`config.mk`:
```
export PLATFORM = sky130hd
export DESIGN_NAME = nmea_evq
export DESIGN_NICKNAME = d
export VERILOG_FILES = /design/src/rtl/nmea_pkg.sv /design/src/rtl/nmea_evq.sv
export SDC_FILE = /design/constraint.sdc
export NUM_CORES = 1
export LEC_CHECK = 0
export ABC_CLOCK_PERIOD_IN_PS = 3750
export BUFFER_PORTS_ARGS = -buffer_cell sky130_fd_sc_hd__buf_2
export CORE_AREA = 2 2 149 180
export DETAILED_ROUTE_END_ITERATION = 6
export DIE_AREA = 0 0 151 182
export GPL_TIMING_DRIVEN = 0
export SETUP_SLACK_MARGIN = 0.5
export SLEW_MARGIN = 40
export SYNTH_ARGS = -nofsm -noshare
export SYNTH_HDL_FRONTEND = slang
export SYNTH_SLANG_ARGS = --single-unit
```
`constraint.sdc`:
```
create_clock -name aclk -period 3.75 [get_ports aclk]
set_clock_uncertainty 0.05 [all_clocks]
set_input_delay 0.1875 -clock aclk [delete_from_list [all_inputs] [get_ports aclk]]
set_output_delay 0.1875 -clock aclk [all_outputs]
set_load 0.01 [all_outputs]
```
`src/rtl/nmea_pkg.sv`:
```
`timescale 1ns / 1ps
// ----------------------------------------------------------------------------
// NMEA position parser package
// Shared types, codes and constants of the GGA/RMC position parser.
// ----------------------------------------------------------------------------
package nmea_pkg;

    localparam int BYTE_W      = 8;
    localparam int OUT_DATA_W  = 168;
    localparam int EVQ_DEPTH   = 4;
    localparam int EVQ_AW      = $clog2(EVQ_DEPTH);
    localparam int PEND_SLOTS  = 8;
    localparam logic [3:0] MAX_FIELDS = 4'd14;

    // Letter mark of a field: nothing, exactly "S" or "W", exactly "A".
    localparam logic [1:0] MARK_NONE = 2'd0;
    localparam logic [1:0] MARK_SW   = 2'd1;
    localparam logic [1:0] MARK_A    = 2'd2;

    typedef struct packed {
        logic [4:0]  len;
        logic [1:0]  mark;
        logic        neg;
        logic [23:0] frac;
        logic [31:0] ival;
    } rec_t;

    typedef enum logic [1:0] {
        EV_START = 2'd0,
        EV_FIELD = 2'd1,
        EV_END   = 2'd2
    } ev_kind_t;

    typedef struct packed {
        ev_kind_t   kind;
        logic [2:0] slot;
        logic       is_rmc;
        logic [3:0] fnum;
        rec_t       rec;
    } ev_t;

    function automatic logic [23:0] pow10(input logic [2:0] n);
        logic [23:0] r;
        unique case (n)
            3'd0: r = 24'd1;
            3'd1: r = 24'd10;
            3'd2: r = 24'd100;
            3'd3: r = 24'd1000;
            3'd4: r = 24'd10000;
            3'd5: r = 24'd100000;
            3'd6: r = 24'd1000000;
            3'd7: r = 24'd10000000;
            default: r = 24'd1;
        endcase
        return r;
    endfunction

endpackage

```
`src/rtl/nmea_evq.sv`:
```
`timescale 1ns / 1ps
// ----------------------------------------------------------------------------
// NMEA event queue
// Small first-in first-out queue between the byte front end and the commit
// unit.
// ----------------------------------------------------------------------------
module nmea_evq (
    input  logic          aclk,
    input  logic          aresetn,
    input  logic          in_valid,
    output logic          in_ready,
    input  nmea_pkg::ev_t in_ev,
    output logic          out_valid,
    input  logic          out_ready,
    output nmea_pkg::ev_t out_ev
);

    localparam int AW = nmea_pkg::EVQ_AW;

    nmea_pkg::ev_t mem [nmea_pkg::EVQ_DEPTH];
    logic [AW-1:0] wp_reg, rp_reg;
    logic [AW:0]   cnt_reg;
    logic          push, pop;

    assign in_ready  = (cnt_reg != (AW+1)'(nmea_pkg::EVQ_DEPTH));
    assign out_valid = (cnt_reg != '0);
    assign out_ev    = mem[rp_reg];
    assign push      = in_valid && in_ready;
    assign pop       = out_valid && out_ready;

    always_ff @(posedge aclk) begin
        if (push) mem[wp_reg] <= in_ev;
    end

    always_ff @(posedge aclk) begin
        if (!aresetn) begin
            wp_reg  <= '0;
            rp_reg  <= '0;
            cnt_reg <= '0;
        end else begin
            if (push) wp_reg <= wp_reg + 1'b1;
            if (pop) rp_reg <= rp_reg + 1'b1;
            cnt_reg <= cnt_reg + (AW+1)'(push) - (AW+1)'(pop);
        end
    end

endmodule

```
==> flow_metrics.tcl <==
set metrics [dict create \
    clk_latency_ps 530 \
    final_nets 786 \
    largest_register_ffs 296 \
    dr.pass1.iters 4 \
    ant_nets 0 \
    slew-limit-headroom 0.5479 \
    finalSetupViolations 0 \
    pwr-share-clk 0.317 \
    arrival_ps 3240 \
    wl_per_cell_um 19.38 \
    fin_ws_ps 881.7 \
    synth.yosys.seq_area_share 0.8134 \
    synth_top_area_frac 0.7972 \
    fillers 1985 \
    finalCriticalPeriod_ps 2868 \
    synth_ff_type "edfxtp_1" \
    hold_violations 0 \
    min_period_over_period 0.7649 \
    viasPerCell 4.989 \
    slew_viol_final 0 \
    required_ps 4120 \
    vias 5263 \
    synth-edff-count 296 \
    cts_num_sinks 305 \
    ir_worst_vdd_uv 408.9 \
    synth-seq-cells 305 \
    hp-class "in2reg" \
    cts_tree "done" \
    swShare 0.2471 \
    drcViolationCount 0 \
    fmax_mhz 348.6 \
    crit_start "cnt_reg[1]$_SDFF_PN0_" \
    ios 154 \
    die_w_um 151 \
    synth_fp_nets 519 \
    fp.dieH_um 182 \
    drive_gt1_frac 0.4056 \
    drt_iter0_drc 185 \
    cp_max_fo 7 \
    rsz0062_at_grt "no" \
    fin_util 0.5496 \
    yosysTopAreaCell "edfxtp_1" \
    seq_power_share 0.457 \
    min_from "out_ready" \
    routed_wl_um 20450 \
    p_int_w 0.006948 \
    grt_util_all_layers 0.1517 \
    area_delta_synth_final_pct 27.49 \
    grt_overflow_total 0 \
    initial_utilization 0.4311 \
    p_per_area_nw_per_um2 649.2 \
    io_buffer_count 152 \
    yosysMostFrequentCell "edfxtp_1" \
    tightest_slew_ps 676.7 \
    dp_hpwl_um 12710 \
    cts_max_level 1 \
    antenna_found_initial 0 \
    pre_cts_slack_ps 889.4 \
    core.rowCount 65 \
    synthTopCellsByArea "edfxtp_1 80%, mux4_2 15%, dfxtp_1 1.6%" \
    die_area_um2 27480 \
    post_cts_buffers 0 \
    antenna_cells 0 \
    cts_buffers 30 \
    ff_latch_area_um2 9069 \
    path_clk_slew_ps 60 \
    start_kind "register" \
    ys_warn_count 0 \
    synth_cells 434 \
    grt_pass1_wl_um 31670 \
    grt_pass1_vias 5907 \
    gp_congestion 0.6685 \
    synthTopCellsByCount "296 x edfxtp_1, 74 x mux4_2, 9 x dfxtp_1" \
    r2r-start "cnt_reg[1]$_SDFF_PN0_" \
    cts_root_buffer "clkbuf_16" \
    cap_violations 0 \
    grt_max_degree 30 \
    critical_path_class "reg2reg" \
    multi_input_area_um2 1943 \
    power.leakage_nw 4.851 \
    synthesis.area_um2 11150 \
    end_kind "register" \
    p_switching_w 0.002280 \
    core_um2 25860 \
    status "complete, no violations" \
    pwr-share-comb 0.226 \
    synth_cell_types 20 \
    syn_area_per_cell_um2 25.69 \
    ctsLongestPathBuffers 3 \
    synthArstFlopShare 0 \
]
## metrics by stage
step                cell area, um2  hold slack, ps  cells  total power (W)  setup TNS [ps]
floorplan                    11150           236.4    434         0.005597               0
global placement             12330           347.0    921         0.006311         -274250
detailed placement           12500           353.8    929         0.006382               0
CTS                          14210           82.94   1055         0.009383               0
global route                 14210           124.6   1055         0.009670               0
finish                       14210           112.8   1055         0.009228               0
## cell usage in the layout, fill, tap and decap left out
cell type / n
clkbuf_1: 12
mux2i_1: 2
inv_6: 1
clkinv_2: 3
nor2b_1: 3
ha_1: 6
dlygate4sd3_1: 75
clkinv_1: 2
clkbuf_16: 31
mux4_2: 74
o311ai_1: 1
a21boi_1: 1
edfxtp_1: 296
bufinv_16: 4
and2_1: 3
dfxtp_1: 9
buf_12: 8
xnor2_1: 4
fa_1: 1
and2_4: 4
buf_2: 159
nand2_1: 5
or3_1: 1
o31a_1: 1
nor2_1: 1
inv_1: 5
buf_4: 1
buf_6: 7
## worst paths after layout
| path | endpoint | slack, ps | depth (start not counted) |
|---|---|---|---|
| max reg2reg | cnt_reg[2]$_SDFF_PN0_ | 880 | 11 |
| min reg2reg | wp_reg[1]$_SDFFE_PN0P_ | 480 | 2 |
| max | cnt_reg[2]$_SDFF_PN0_ | 880 | 11 |
| min | rp_reg[1]$_SDFFE_PN0P_ | 110 | 4 |
## routing by layer
layer,global-route usage,up-vias,share of wire
li1,-,2386,-
met1,0.1845,2719,0.40
met2,0.2738,136,0.53
met3,0.03040,22,0.052
met4,0.04150,0,0.017
met5,0,-,0
## layout make-up
cell class	instances	area share
timing repair buffer	235	0.1176
sequential	305	0.6380
buffer	17	0.009066
tap	335	0.02949
inverter	5	0.001320
multi-input combinational	107	0.1367
clock inverter	10	0.01065
clock buffer	41	0.05721
## worst max-delay path, cell delays in order, from the launching register on
cell and delay, ps:
dfxtp_1 470, nor2_1 100, a21boi_1 570, inv_1 130, ha_1 330, inv_1 70
ha_1 140, inv_1 50, fa_1 410, xnor2_1 150, xnor2_1 140, and2_1 160
## power by group through the flow
stage                     combinational (W)  sequential (W)  clock (W)
after floorplan                     0.00131         0.00429          0
after global placement              0.00199         0.00432          0
after detailed placement            0.00209         0.00430          0
after CTS                           0.00216         0.00423    0.00300
after global routing                0.00227         0.00425    0.00314
final                               0.00209         0.00422    0.00292
## repair_timing
item,CTS,global route
gates resized for setup,0,0
hold buffers,75,0
hold endpoints to repair,302,0
## kinds of logic (layout without fill, tap and decap cells)
logic type	after synthesis	after routing	share of synthesized area
XOR/XNOR	4	4	0.003142
buffers and inverters	22	308	0.01324
multiplexers	76	76	0.1513
flip-flops	305	305	0.8134
adder cells (fa/ha/maj)	7	7	0.008529
AND/OR/NAND/NOR	17	17	0.008192
AO/OA/AOI/OAI	3	3	0.002245
Note: power is estimated with default switching activity, not from simulation.
