File: config.mk
export PLATFORM = sky130hd
export DESIGN_NAME = nmea_front
export DESIGN_NICKNAME = d
export VERILOG_FILES = /design/src/rtl/nmea_pkg.sv /design/src/rtl/nmea_front.sv
export SDC_FILE = /design/constraint.sdc
export NUM_CORES = 1
export LEC_CHECK = 0
export BUFFER_PORTS_ARGS = -buffer_cell sky130_fd_sc_hd__buf_4
export CAP_MARGIN = 20
export CORE_MARGIN = 2
export CORE_UTILIZATION = 45
export CTS_CLUSTER_DIAMETER = 100
export DETAILED_ROUTE_END_ITERATION = 6
export SETUP_SLACK_MARGIN = 0.2
export SLEW_MARGIN = 15
export SYNTH_ARGS = -nofsm -noshare
export SYNTH_HDL_FRONTEND = slang
export SYNTH_SLANG_ARGS = --single-unit
export TNS_END_PERCENT = 10
File: constraint.sdc
create_clock -name aclk -period 8.1 [get_ports aclk]
set_input_delay 0.405 -clock aclk [delete_from_list [all_inputs] [get_ports aclk]]
set_output_delay 0.405 -clock aclk [all_outputs]
set_load 0.005 [all_outputs]
File: src/rtl/nmea_pkg.sv
`timescale 1ns / 1ps
// ----------------------------------------------------------------------------
// NMEA position parser package
// Shared types, codes and constants of the GGA/RMC position parser.
// ----------------------------------------------------------------------------
package nmea_pkg;

    localparam int BYTE_W      = 8;
    localparam int OUT_DATA_W  = 168;
    localparam int EVQ_DEPTH   = 4;
    localparam int EVQ_AW      = $clog2(EVQ_DEPTH);
    localparam int PEND_SLOTS  = 8;
    localparam logic [3:0] MAX_FIELDS = 4'd14;

    // Letter mark of a field: nothing, exactly "S" or "W", exactly "A".
    localparam logic [1:0] MARK_NONE = 2'd0;
    localparam logic [1:0] MARK_SW   = 2'd1;
    localparam logic [1:0] MARK_A    = 2'd2;

    typedef struct packed {
        logic [4:0]  len;
        logic [1:0]  mark;
        logic        neg;
        logic [23:0] frac;
        logic [31:0] ival;
    } rec_t;

    typedef enum logic [1:0] {
        EV_START = 2'd0,
        EV_FIELD = 2'd1,
        EV_END   = 2'd2
    } ev_kind_t;

    typedef struct packed {
        ev_kind_t   kind;
        logic [2:0] slot;
        logic       is_rmc;
        logic [3:0] fnum;
        rec_t       rec;
    } ev_t;

    function automatic logic [23:0] pow10(input logic [2:0] n);
        logic [23:0] r;
        unique case (n)
            3'd0: r = 24'd1;
            3'd1: r = 24'd10;
            3'd2: r = 24'd100;
            3'd3: r = 24'd1000;
            3'd4: r = 24'd10000;
            3'd5: r = 24'd100000;
            3'd6: r = 24'd1000000;
            3'd7: r = 24'd10000000;
            default: r = 24'd1;
        endcase
        return r;
    endfunction

endpackage

File: src/rtl/nmea_front.sv
`timescale 1ns / 1ps
// ----------------------------------------------------------------------------
// NMEA byte front end
// Matches the sentence header, accumulates decimal fields between commas and
// issues start, field and end events toward the commit unit.
// ----------------------------------------------------------------------------
module nmea_front (
    input  logic                        aclk,
    input  logic                        aresetn,
    input  logic                        s_tvalid,
    output logic                        s_tready,
    input  logic [nmea_pkg::BYTE_W-1:0] s_tdata,
    output logic                        ev_valid,
    output nmea_pkg::ev_t               ev,
    input  logic                        ev_ready
);

    localparam logic [2:0] HDR_DONE   = 3'd5;
    localparam logic [2:0] HDR_REJECT = 3'd7;
    localparam logic [1:0] ST_NONE = 2'd0;
    localparam logic [1:0] ST_GGA  = 2'd1;
    localparam logic [1:0] ST_RMC  = 2'd2;

    logic        in_s_reg, in_s_next;
    logic [2:0]  hdr_reg, hdr_next;
    logic [1:0]  st_reg, st_next;
    logic [3:0]  fnum_reg, fnum_next;
    logic [6:0]  flen_reg, flen_next;
    logic [31:0] iacc_reg, iacc_next;
    logic [23:0] facc_reg, facc_next;
    logic [2:0]  fdig_reg, fdig_next;
    logic        point_reg, point_next;
    logic        neg_reg, neg_next;
    logic [1:0]  mark_reg, mark_next;

    logic        accept;
    logic [7:0]  c;
    logic [35:0] iprod;
    logic [3:0]  dig;
    logic [47:0] f7_full;
    logic [2:0]  slot;
    logic        slot_ok;

    assign s_tready = ev_ready;
    assign accept   = s_tvalid && ev_ready;
    assign c        = s_tdata;
    assign dig      = 4'(c - 8'h30);
    assign iprod    = {4'd0, iacc_reg} * 36'd10 + 36'(dig);
    assign f7_full  = 48'(facc_reg) * 48'(nmea_pkg::pow10(3'(3'd7 - fdig_reg)));

    always_comb begin
        slot_ok = 1'b0;
        slot    = 3'd0;
        if (st_reg == ST_GGA) begin
            slot_ok = (fnum_reg >= 4'd2) && (fnum_reg <= 4'd9);
            slot    = 3'(fnum_reg - 4'd2);
        end else begin
            priority case (fnum_reg)
                4'd1: begin slot_ok = 1'b1; slot = 3'd1; end
                4'd2: begin slot_ok = 1'b1; slot = 3'd0; end
                4'd7: begin slot_ok = 1'b1; slot = 3'd5; end
                4'd9: begin slot_ok = 1'b1; slot = 3'd7; end
                default: ;
            endcase
        end
    end

    always_comb begin
        in_s_next  = in_s_reg;
        hdr_next   = hdr_reg;
        st_next    = st_reg;
        fnum_next  = fnum_reg;
        flen_next  = flen_reg;
        iacc_next  = iacc_reg;
        facc_next  = facc_reg;
        fdig_next  = fdig_reg;
        point_next = point_reg;
        neg_next   = neg_reg;
        mark_next  = mark_reg;
        ev_valid   = 1'b0;
        ev         = '0;
        ev.kind    = nmea_pkg::EV_START;
        if (accept) begin
            if (c == 8'h24) begin
                in_s_next  = 1'b1;
                hdr_next   = 3'd0;
                st_next    = ST_NONE;
                fnum_next  = 4'd0;
                flen_next  = 7'd0;
                iacc_next  = 32'd0;
                facc_next  = 24'd0;
                fdig_next  = 3'd0;
                point_next = 1'b0;
                neg_next   = 1'b0;
                mark_next  = nmea_pkg::MARK_NONE;
                ev_valid   = 1'b1;
            end else if (in_s_reg) begin
                if (c == 8'h0A) begin
                    in_s_next = 1'b0;
                    if (hdr_reg == HDR_DONE) begin
                        ev_valid  = 1'b1;
                        ev.kind   = nmea_pkg::EV_END;
                        ev.is_rmc = (st_reg != ST_GGA);
                        ev.fnum   = fnum_reg;
                    end
                end else if (hdr_reg < HDR_DONE) begin
                    hdr_next = HDR_REJECT;
                    unique case (hdr_reg)
                        3'd0: if (c == 8'h47) hdr_next = 3'd1;
                        3'd1: if (c == 8'h50 || c == 8'h4E) hdr_next = 3'd2;
                        3'd2: begin
                            if (c == 8'h47) begin
                                st_next  = ST_GGA;
                                hdr_next = 3'd3;
                            end else if (c == 8'h52) begin
                                st_next  = ST_RMC;
                                hdr_next = 3'd3;
                            end
                        end
                        3'd3: if ((st_reg == ST_GGA && c == 8'h47) ||
                                  (st_reg == ST_RMC && c == 8'h4D)) hdr_next = 3'd4;
                        3'd4: if ((st_reg == ST_GGA && c == 8'h41) ||
                                  (st_reg == ST_RMC && c == 8'h43)) hdr_next = HDR_DONE;
                        default: ;
                    endcase
                    if (hdr_next == HDR_REJECT) st_next = ST_NONE;
                end else if (hdr_reg == HDR_DONE) begin
                    if (c == 8'h2C) begin
                        if (slot_ok) begin
                            ev_valid      = 1'b1;
                            ev.kind       = nmea_pkg::EV_FIELD;
                            ev.slot       = slot;
                            ev.rec.ival   = iacc_reg;
                            ev.rec.frac   = f7_full[23:0];
                            ev.rec.neg    = neg_reg;
                            ev.rec.mark   = mark_reg;
                            ev.rec.len    = (flen_reg > 7'd31) ? 5'd31 : flen_reg[4:0];
                        end
                        if (fnum_reg < nmea_pkg::MAX_FIELDS) fnum_next = fnum_reg + 4'd1;
                        flen_next  = 7'd0;
                        iacc_next  = 32'd0;
                        facc_next  = 24'd0;
                        fdig_next  = 3'd0;
                        point_next = 1'b0;
                        neg_next   = 1'b0;
                        mark_next  = nmea_pkg::MARK_NONE;
                    end else begin
                        if (c >= 8'h30 && c <= 8'h39) begin
                            if (point_reg) begin
                                if (fdig_reg < 3'd7) begin
                                    facc_next = 24'(facc_reg * 24'd10 + 24'(dig));
                                    fdig_next = fdig_reg + 3'd1;
                                end
                            end else begin
                                iacc_next = (iprod > 36'hFFFFFFFF) ? 32'hFFFFFFFF
                                                                   : iprod[31:0];
                            end
                        end else if (c == 8'h2E) begin
                            point_next = 1'b1;
                        end else if (c == 8'h2D && flen_reg == 7'd0) begin
                            neg_next = 1'b1;
                        end
                        if (flen_reg == 7'd0) begin
                            if (c == 8'h53 || c == 8'h57) mark_next = nmea_pkg::MARK_SW;
                            else if (c == 8'h41) mark_next = nmea_pkg::MARK_A;
                            else mark_next = nmea_pkg::MARK_NONE;
                        end else begin
                            mark_next = nmea_pkg::MARK_NONE;
                        end
                        if (flen_reg < 7'd127) flen_next = flen_reg + 7'd1;
                    end
                end
            end
        end
    end

    always_ff @(posedge aclk) begin
        if (!aresetn) begin
            in_s_reg  <= 1'b0;
            hdr_reg   <= 3'd0;
            st_reg    <= ST_NONE;
            fnum_reg  <= 4'd0;
            flen_reg  <= 7'd0;
            iacc_reg  <= 32'd0;
            facc_reg  <= 24'd0;
            fdig_reg  <= 3'd0;
            point_reg <= 1'b0;
            neg_reg   <= 1'b0;
            mark_reg  <= nmea_pkg::MARK_NONE;
        end else begin
            in_s_reg  <= in_s_next;
            hdr_reg   <= hdr_next;
            st_reg    <= st_next;
            fnum_reg  <= fnum_next;
            flen_reg  <= flen_next;
            iacc_reg  <= iacc_next;
            facc_reg  <= facc_next;
            fdig_reg  <= fdig_next;
            point_reg <= point_next;
            neg_reg   <= neg_next;
            mark_reg  <= mark_next;
        end
    end

endmodule

==> metrics.md, run 1 <==
| Metric | Value |
|---|---|
| Worst R2R Path Depth | 16 |
| Final #Nets | 2677 |
| Worst-Skew Late Latency | 0.36 ns |
| Detail Route Antenna Nets | 0 |
| Worst path arrival time | 7.27 ns |
| TNS Setup | 0 ns |
| Remaining global-route overflow | 0 |
| Final worst-path cycle share | 94.7% |
| Seq pwr share | 44.6% |
| Max reg flops | 32 |
| CP Data Required Time | 7.70 ns |
| Area Overhead vs Synth | 10.0% |
| Antenna violations before repair | 1 |
| Synth Instances | 2194 |
| Core Box Area | 38600 um2 |
| Global-route wire length before repair | 79.1 mm |
| Chip width | 202 um |
| Worst vdd rail ir drop | 0.0000828 V |
| Gpl congestion | 0.882 |
| Post-synth EDFFs | 0 |
| Starting density of the core | 45.5% |
| Number of CTS-inserted buffers | 9 |
| Top-Level Pins | 88 |
| PwrDens | 45.6 nW/um2 |
| Reg-to-Reg End | iacc_reg[24] |
| Total power | 881 uW |
| Filler cells | 3790 |
| Placed Instances | 2746 |
| Adder-Cell Fraction of Synth Area | 38.3% |
| Min-Delay Path Class | input port to flop |
| Post-Layout Cell Count | 2772 |
| Leak | 0.00978 uW |
| Final Core Density | 50.1% |
| Vias | 15.0k |
| Dpl hpwl | 38.7 mm |
| Syn Nets | 2622 |
| Gate power share | 2.9% |
| H-Tree Depth | 3 |
| Internal power | 681 uW |
| XOR/XNOR Fraction of Synth Area | 6.91% |
| Synth async-reset ratio | 0% |
| Wirelength per Cell | 17.2 um |
| Die footprint | 40600 um2 |
| Hold path startpoint | s_tdata[0] |
| Clock share of power | 52.5% |
| Largest family of logic cells by synthesized area | adder cells |
| Critical Path Sink Type | primary output |
| Seq cells post-synth | 80 |
| Max-cap violation count | 0 |
| Setup Skew | 0.0123 ns |
| Synth unique cells | 84 |
| Clock-pin transition on the worst setup and hold timing paths | 0.07 ns |
| Switching share of total power | 22.7% |
| Routed vias/inst | 5.39 |
| CP max stage cell | fa_1 |
| Net switching power | 200 uW |
| Critical path's largest stage delay | 0.54 ns |
| Post-route DRC | 0 |
| Worst slew margin | 37.9% |
| Register area share after synthesis | 9.12% |
| Total track usage | 23.8% |
| Top-area cell type share of the netlist area | 23.0% |
| Post-synthesis mux area share | 0.0570% |
| Ranking of synthesized cells by area | fa_1, ha_1, dfxtp_1 |
| CP max FO | 8 |
| Root buf cell | clkbuf_16 |
| Hold path cells | 3 |
| Fmax | 0.130 GHz |
| CP Class | flop to primary output |
| Post-synth top area cell | fa_1 |
| N_diodes | 0 |
| DIE HEIGHT | 202 um |
| Slew of the pin with the lowest slew margin | 0.931 ns |
| CTS tree | built |
| CTS sink count | 80 |
| Clk buf depth | 2 |
| Layout cells sized above 1 | 10.6% |
| Final setup viols | 0 |
| Final Slew Violations | 0 |
| Vias in the first global route | 15.4k |
| RSZ-0062 raised after global routing | false |
| R2R setup slack | 2.28 ns |
| Compound-Gate Fraction of Synth Area | 13.8% |
| Drt initial violations | 756 |
| Minimum clock period | 7.67 ns |
| Ys flop type | dfxtp_1 |
| Site Rows | 72 |
| Worst r2r src | iacc_reg[1] |
| Drt pass-1 iters | 7 |
| Hold Crit Endpoint | neg_reg |
| Port Buffer Count | 87 |
| Simple-Gate Fraction of Synth Area | 22.3% |
| Final wirelength | 47.7 mm |
| Largest net degree at the start of global routing | 74 |
| Synthesized cell area | 17600 um2 |
| Status | complete, no violations |
| Most used cell, CP | fa_1 |
| CP Launch Type | flop |
| Syn avg cell area | 8.00 um2 |
| Hold Fails Final Rpt | 0 |
| Synth Warn # | 0 |
[worst max-delay path by stage]
stage	to	depth (start not counted)	start	slack (ns)
after global routing	ev[55]	28	fdig_reg[0]	0.18
after CTS	ev[55]	27	fdig_reg[1]	0.21
after detailed placement	ev[53]	27	fdig_reg[1]	0.11
after global placement	ev[53]	27	fdig_reg[1]	0.31
final	ev[55]	28	fdig_reg[0]	0.43
after floorplan	ev[53]	29	fdig_reg[0]	0.53
[cell usage after synthesis, types with 13 or more instances]
master and count:
a21boi_0 15, a21o_1 56, a21oi_1 56, a21oi_2 28, a31oi_1 15, and2_1 148, and3_1 39, clkbuf_1 81
dfxtp_1 80, fa_1 202, ha_1 214, inv_1 332, nand2_1 255, nand2b_1 15, nand3_1 50, nand4_1 13
nor2_1 134, nor2b_1 20, nor3_1 45, nor4_1 15, o21a_1 19, o21ai_0 64, xnor2_1 82, xor2_1 54
[layer usage]
layer	vias to the layer above	routed length (um)	track usage (%)
met3	83	1900	2.11
met1	7219	20800	30.4
met4	0	1280	6.62
met2	354	23700	43.0
li1	7295	-	-
met5	-	0	0
[final cells by class]
cell class	instances	area, um2	area share [%]
Sequential cell	80	1610	8.34
Clock inverter	4	76.3	0.395
Clock buffer	12	246	1.28
Tap cell	518	648	3.36
Multi-Input combinational cell	1690	14400	74.8
Inverter	332	1250	6.48
Timing Repair Buffer	136	1030	5.33
[stage by stage]
stage / instance area, um2 / setup slack [ns] / hold slack [ns]
after floorplan: 17600 / 0.531 / 0.428
after global placement: 18700 / 0.313 / 0.444
after detailed placement: 18700 / 0.106 / 0.457
after CTS: 19100 / 0.207 / 0.362
after global routing: 19300 / 0.180 / 0.390
final: 19300 / 0.427 / 0.363
[power groups by stage]
stage	registers [uW]	logic, uW	clock network [uW]
CTS	393	25.6	472
global route	392	28.1	489
global placement	402	25.3	0
finish	393	25.5	463
detailed placement	402	25.5	0
floorplan	402	14.2	0
[cells in the final DEF, fill, tap and decap left out, drive strengths merged, types with 12 or more instances in the layout]
master | Yosys | final
a21o | 56 | 56
nand3 | 51 | 51
clkbuf | 82 | 13
fa | 202 | 202
or4 | 12 | 12
nand2 | 255 | 255
nor2b | 20 | 20
a21oi | 84 | 84
o21a | 20 | 20
nand4 | 13 | 13
xor2 | 54 | 54
a21boi | 17 | 17
dfxtp | 80 | 80
o21ai | 69 | 69
nor4 | 16 | 16
and3 | 39 | 39
nand2b | 15 | 16
buf | 11 | 135
and2 | 149 | 149
a31oi | 15 | 15
ha | 214 | 214
nor2 | 135 | 135
xnor2 | 82 | 82
nor3 | 45 | 45
a211oi | 12 | 12
inv | 332 | 333
[worst max-delay path: cells and delay by family (launching register included)]
kind	cells	cell delay (ns)
xor gates and xnor gates	1	0.13
buffers and inverters	8	0.58
AOI/OAI and AO/OA	6	1.27
DFF	1	0.39
and+or+nand+nor	4	0.76
adders and majority gates	9	3.78
[repair_timing]
item	4_1_cts	5_1_grt
resized for setup	17	33
hold endpoints to repair	0	0
setup endpoints to repair	4	4
buffers inserted	0	9
pin swaps	0	4
hold buffers	0	0
gates cloned	0	1
[kinds of logic (layout without fill, tap and decap cells)]
group                    Yosys count  in the layout
XOR/XNOR                         137            137
multiplexers                       1              1
AND/OR/NAND/NOR                  786            787
buffers and inverters            425            484
adder cells (fa/ha/maj)          416            416
flip-flops                        80             80
AO/OA/AOI/OAI                    349            349
Power figures use the tool's default switching activity.
==> inputs of run 2 (changes only) <==
--- a/config.mk
+++ b/config.mk
@@ -11,6 +11,7 @@
 export CORE_UTILIZATION = 45
 export CTS_CLUSTER_DIAMETER = 100
 export DETAILED_ROUTE_END_ITERATION = 6
+export GPL_TIMING_DRIVEN = 0
 export SETUP_SLACK_MARGIN = 0.2
 export SLEW_MARGIN = 15
 export SYNTH_ARGS = -nofsm -noshare
==> metrics.md, run 2 (synthesis results as in run 1) <==
| Metric | Value |
|---|---|
| Reg-to-Reg End | iacc_reg[30] |
| Chip width | 202 um |
| PwrDens | 40.8 nW/um2 |
| Seq pwr share | 48.1% |
| CP Launch Type | flop |
| Placed Instances | 2798 |
| CP Class | flop to primary output |
| Remaining global-route overflow | 0 |
| Final #Nets | 2759 |
| Most frequent cells in the layout | inv_1, nand2_1, fa_1 |
| Post-route DRC | 0 |
| DIE HEIGHT | 202 um |
| Largest net degree at the start of global routing | 14 |
| Clock share of power | 48.5% |
| Hold path cells | 3 |
| Switching share of total power | 23.3% |
| Internal power | 626 uW |
| Dpl hpwl | 40.8 mm |
| CTS sink count | 80 |
| Final worst-path cycle share | 95.6% |
| Min-Delay Path Class | input port to flop |
| Port Buffer Count | 86 |
| Global-route wire length before repair | 80.2 mm |
| Routed vias/inst | 5.36 |
| Setup Skew | 0.00625 ns |
| Starting density of the core | 45.5% |
| Critical path's largest stage delay | 0.58 ns |
| Slew of the pin with the lowest slew margin | 1.05 ns |
| Hold Fails Final Rpt | 0 |
| Critical Path Sink Type | primary output |
| Hold path startpoint | s_tdata[0] |
| Area Overhead vs Synth | 13.9% |
| Wirelength per Cell | 17.4 um |
| Worst R2R Path Depth | 17 |
| Final Slew Violations | 0 |
| Layout cells sized above 1 | 12.6% |
| CP max FO | 7 |
| Vias in the first global route | 15.5k |
| Worst path arrival time | 7.34 ns |
| Site Rows | 72 |
| Total track usage | 24.5% |
| Worst-Skew Late Latency | 0.35 ns |
| Vias | 15.3k |
| Total power | 816 uW |
| H-Tree Depth | 3 |
| N_diodes | 0 |
| Minimum clock period | 7.74 ns |
| Detail Route Antenna Nets | 0 |
| DP Worst Slack | -1.71 ns |
| Net switching power | 190 uW |
| CTS tree | built |
| Worst r2r src | iacc_reg[1] |
| Final Core Density | 51.9% |
| Drt initial violations | 958 |
| RSZ-0062 raised after global routing | true |
| Top-Level Pins | 88 |
| Die footprint | 40600 um2 |
| Status | complete, no violations |
| Max reg flops | 32 |
| Worst vdd rail ir drop | 0.0000698 V |
| Drt pass-1 iters | 6 |
| Number of CTS-inserted buffers | 9 |
| Leak | 0.0100 uW |
| Worst slew margin | 29.2% |
| Commonest non-fill, non-tap cell in the layout | inv_1 |
| CP max stage cell | fa_1 |
| Final setup viols | 0 |
| Gpl congestion | 0.931 |
| Clock-pin transition on the worst setup and hold timing paths | 0.06 ns |
| Gate power share | 3.5% |
| Fmax | 0.129 GHz |
| Antenna violations before repair | 0 |
| Slack of the critical path | 0.356 ns |
| Hold Crit Endpoint | neg_reg |
| Clk buf depth | 2 |
| Core Box Area | 38600 um2 |
| Final wirelength | 49.7 mm |
| Origin of the worst setup path | fdig_reg[0] |
| Filler cells | 3780 |
| Post-Layout Cell Count | 2854 |
| Root buf cell | clkbuf_16 |
| TNS Setup | 0 ns |
| Hold-fix buffers at CTS | 0 |
| Max-cap violation count | 0 |
| Most used cell, CP | fa_1 |
| CP Data Required Time | 7.70 ns |
| R2R setup slack | 3.03 ns |
run 2: changes by cell type in the layout (fill, tap and decap cells not counted), moves of 7 or more:
cell / previous run / this run
clkbuf_1: 2 / 54
clkbuf_2: 1 / 12
nand2_1: 253 / 246
buf_4: 133 / 123
buf_8: 1 / 8
ha_1: 207 / 198
ha_4: 4 / 11
run 2: critical path, delay by kind of cell (launching register included):
family / cells / cell delay (ns)
AOI/OAI and AO/OA: 5 / 0.98
adders and majority gates: 9 / 3.72
DFF: 1 / 0.41
xor gates and xnor gates: 1 / 0.12
and+or+nand+nor: 6 / 1.04
buffers and inverters: 8 / 0.71
run 2: worst max-delay path by stage:
stage,to,cells past startpoint
finish,ev[55],29
global route,ev[55],29
CTS,ev[55],28
detailed placement,ev[53],30
global placement,ev[53],30
floorplan,ev[53],29
run 2: layer usage:
metal	share of wire (%)	up-vias	wire, um	GRT usage (%)
li1	-	7457	-	-
met1	41	7406	20500	29.2
met2	51	335	25600	45.1
met3	3.5	113	1730	2.24
met4	3.8	0	1880	9.93
met5	0	-	0	0
run 2: cell type report:
| type | count | area [um2] | share of cell area (%) |
|---|---|---|---|
| timing repair buffer | 126 | 977 | 4.89 |
| multi-input combinational | 1689 | 14600 | 73.0 |
| sequential | 80 | 1610 | 8.05 |
| tap | 518 | 648 | 3.24 |
| buffer | 93 | 614 | 3.07 |
| clock buffer | 12 | 256 | 1.28 |
| clock inverter | 4 | 28.8 | 0.144 |
| inverter | 332 | 1260 | 6.31 |
run 2: power by group through the flow:
stage	clock, uW	sequential [uW]	combinational (uW)
final	396	393	28.2
after global routing	420	392	31.0
after CTS	404	393	28.2
after detailed placement	0	402	28.2
after global placement	0	402	27.9
after floorplan	0	402	14.2
run 2: what timing repair did:
item | in CTS | in global routing
pin swaps | 8 | 37
gates resized for setup | 95 | 80
gates cloned | 1 | 1
setup endpoints to repair | 15 | 5
setup buffers | 9 | 29
run 2: stage by stage:
| step | instance area (um2) | hold slack (ns) |
|---|---|---|
| finish | 20000 | 0.379 |
| global route | 20000 | 0.394 |
| floorplan | 17600 | 0.428 |
| CTS | 19500 | 0.363 |
| detailed placement | 18800 | 0.456 |
| global placement | 18800 | 0.440 |
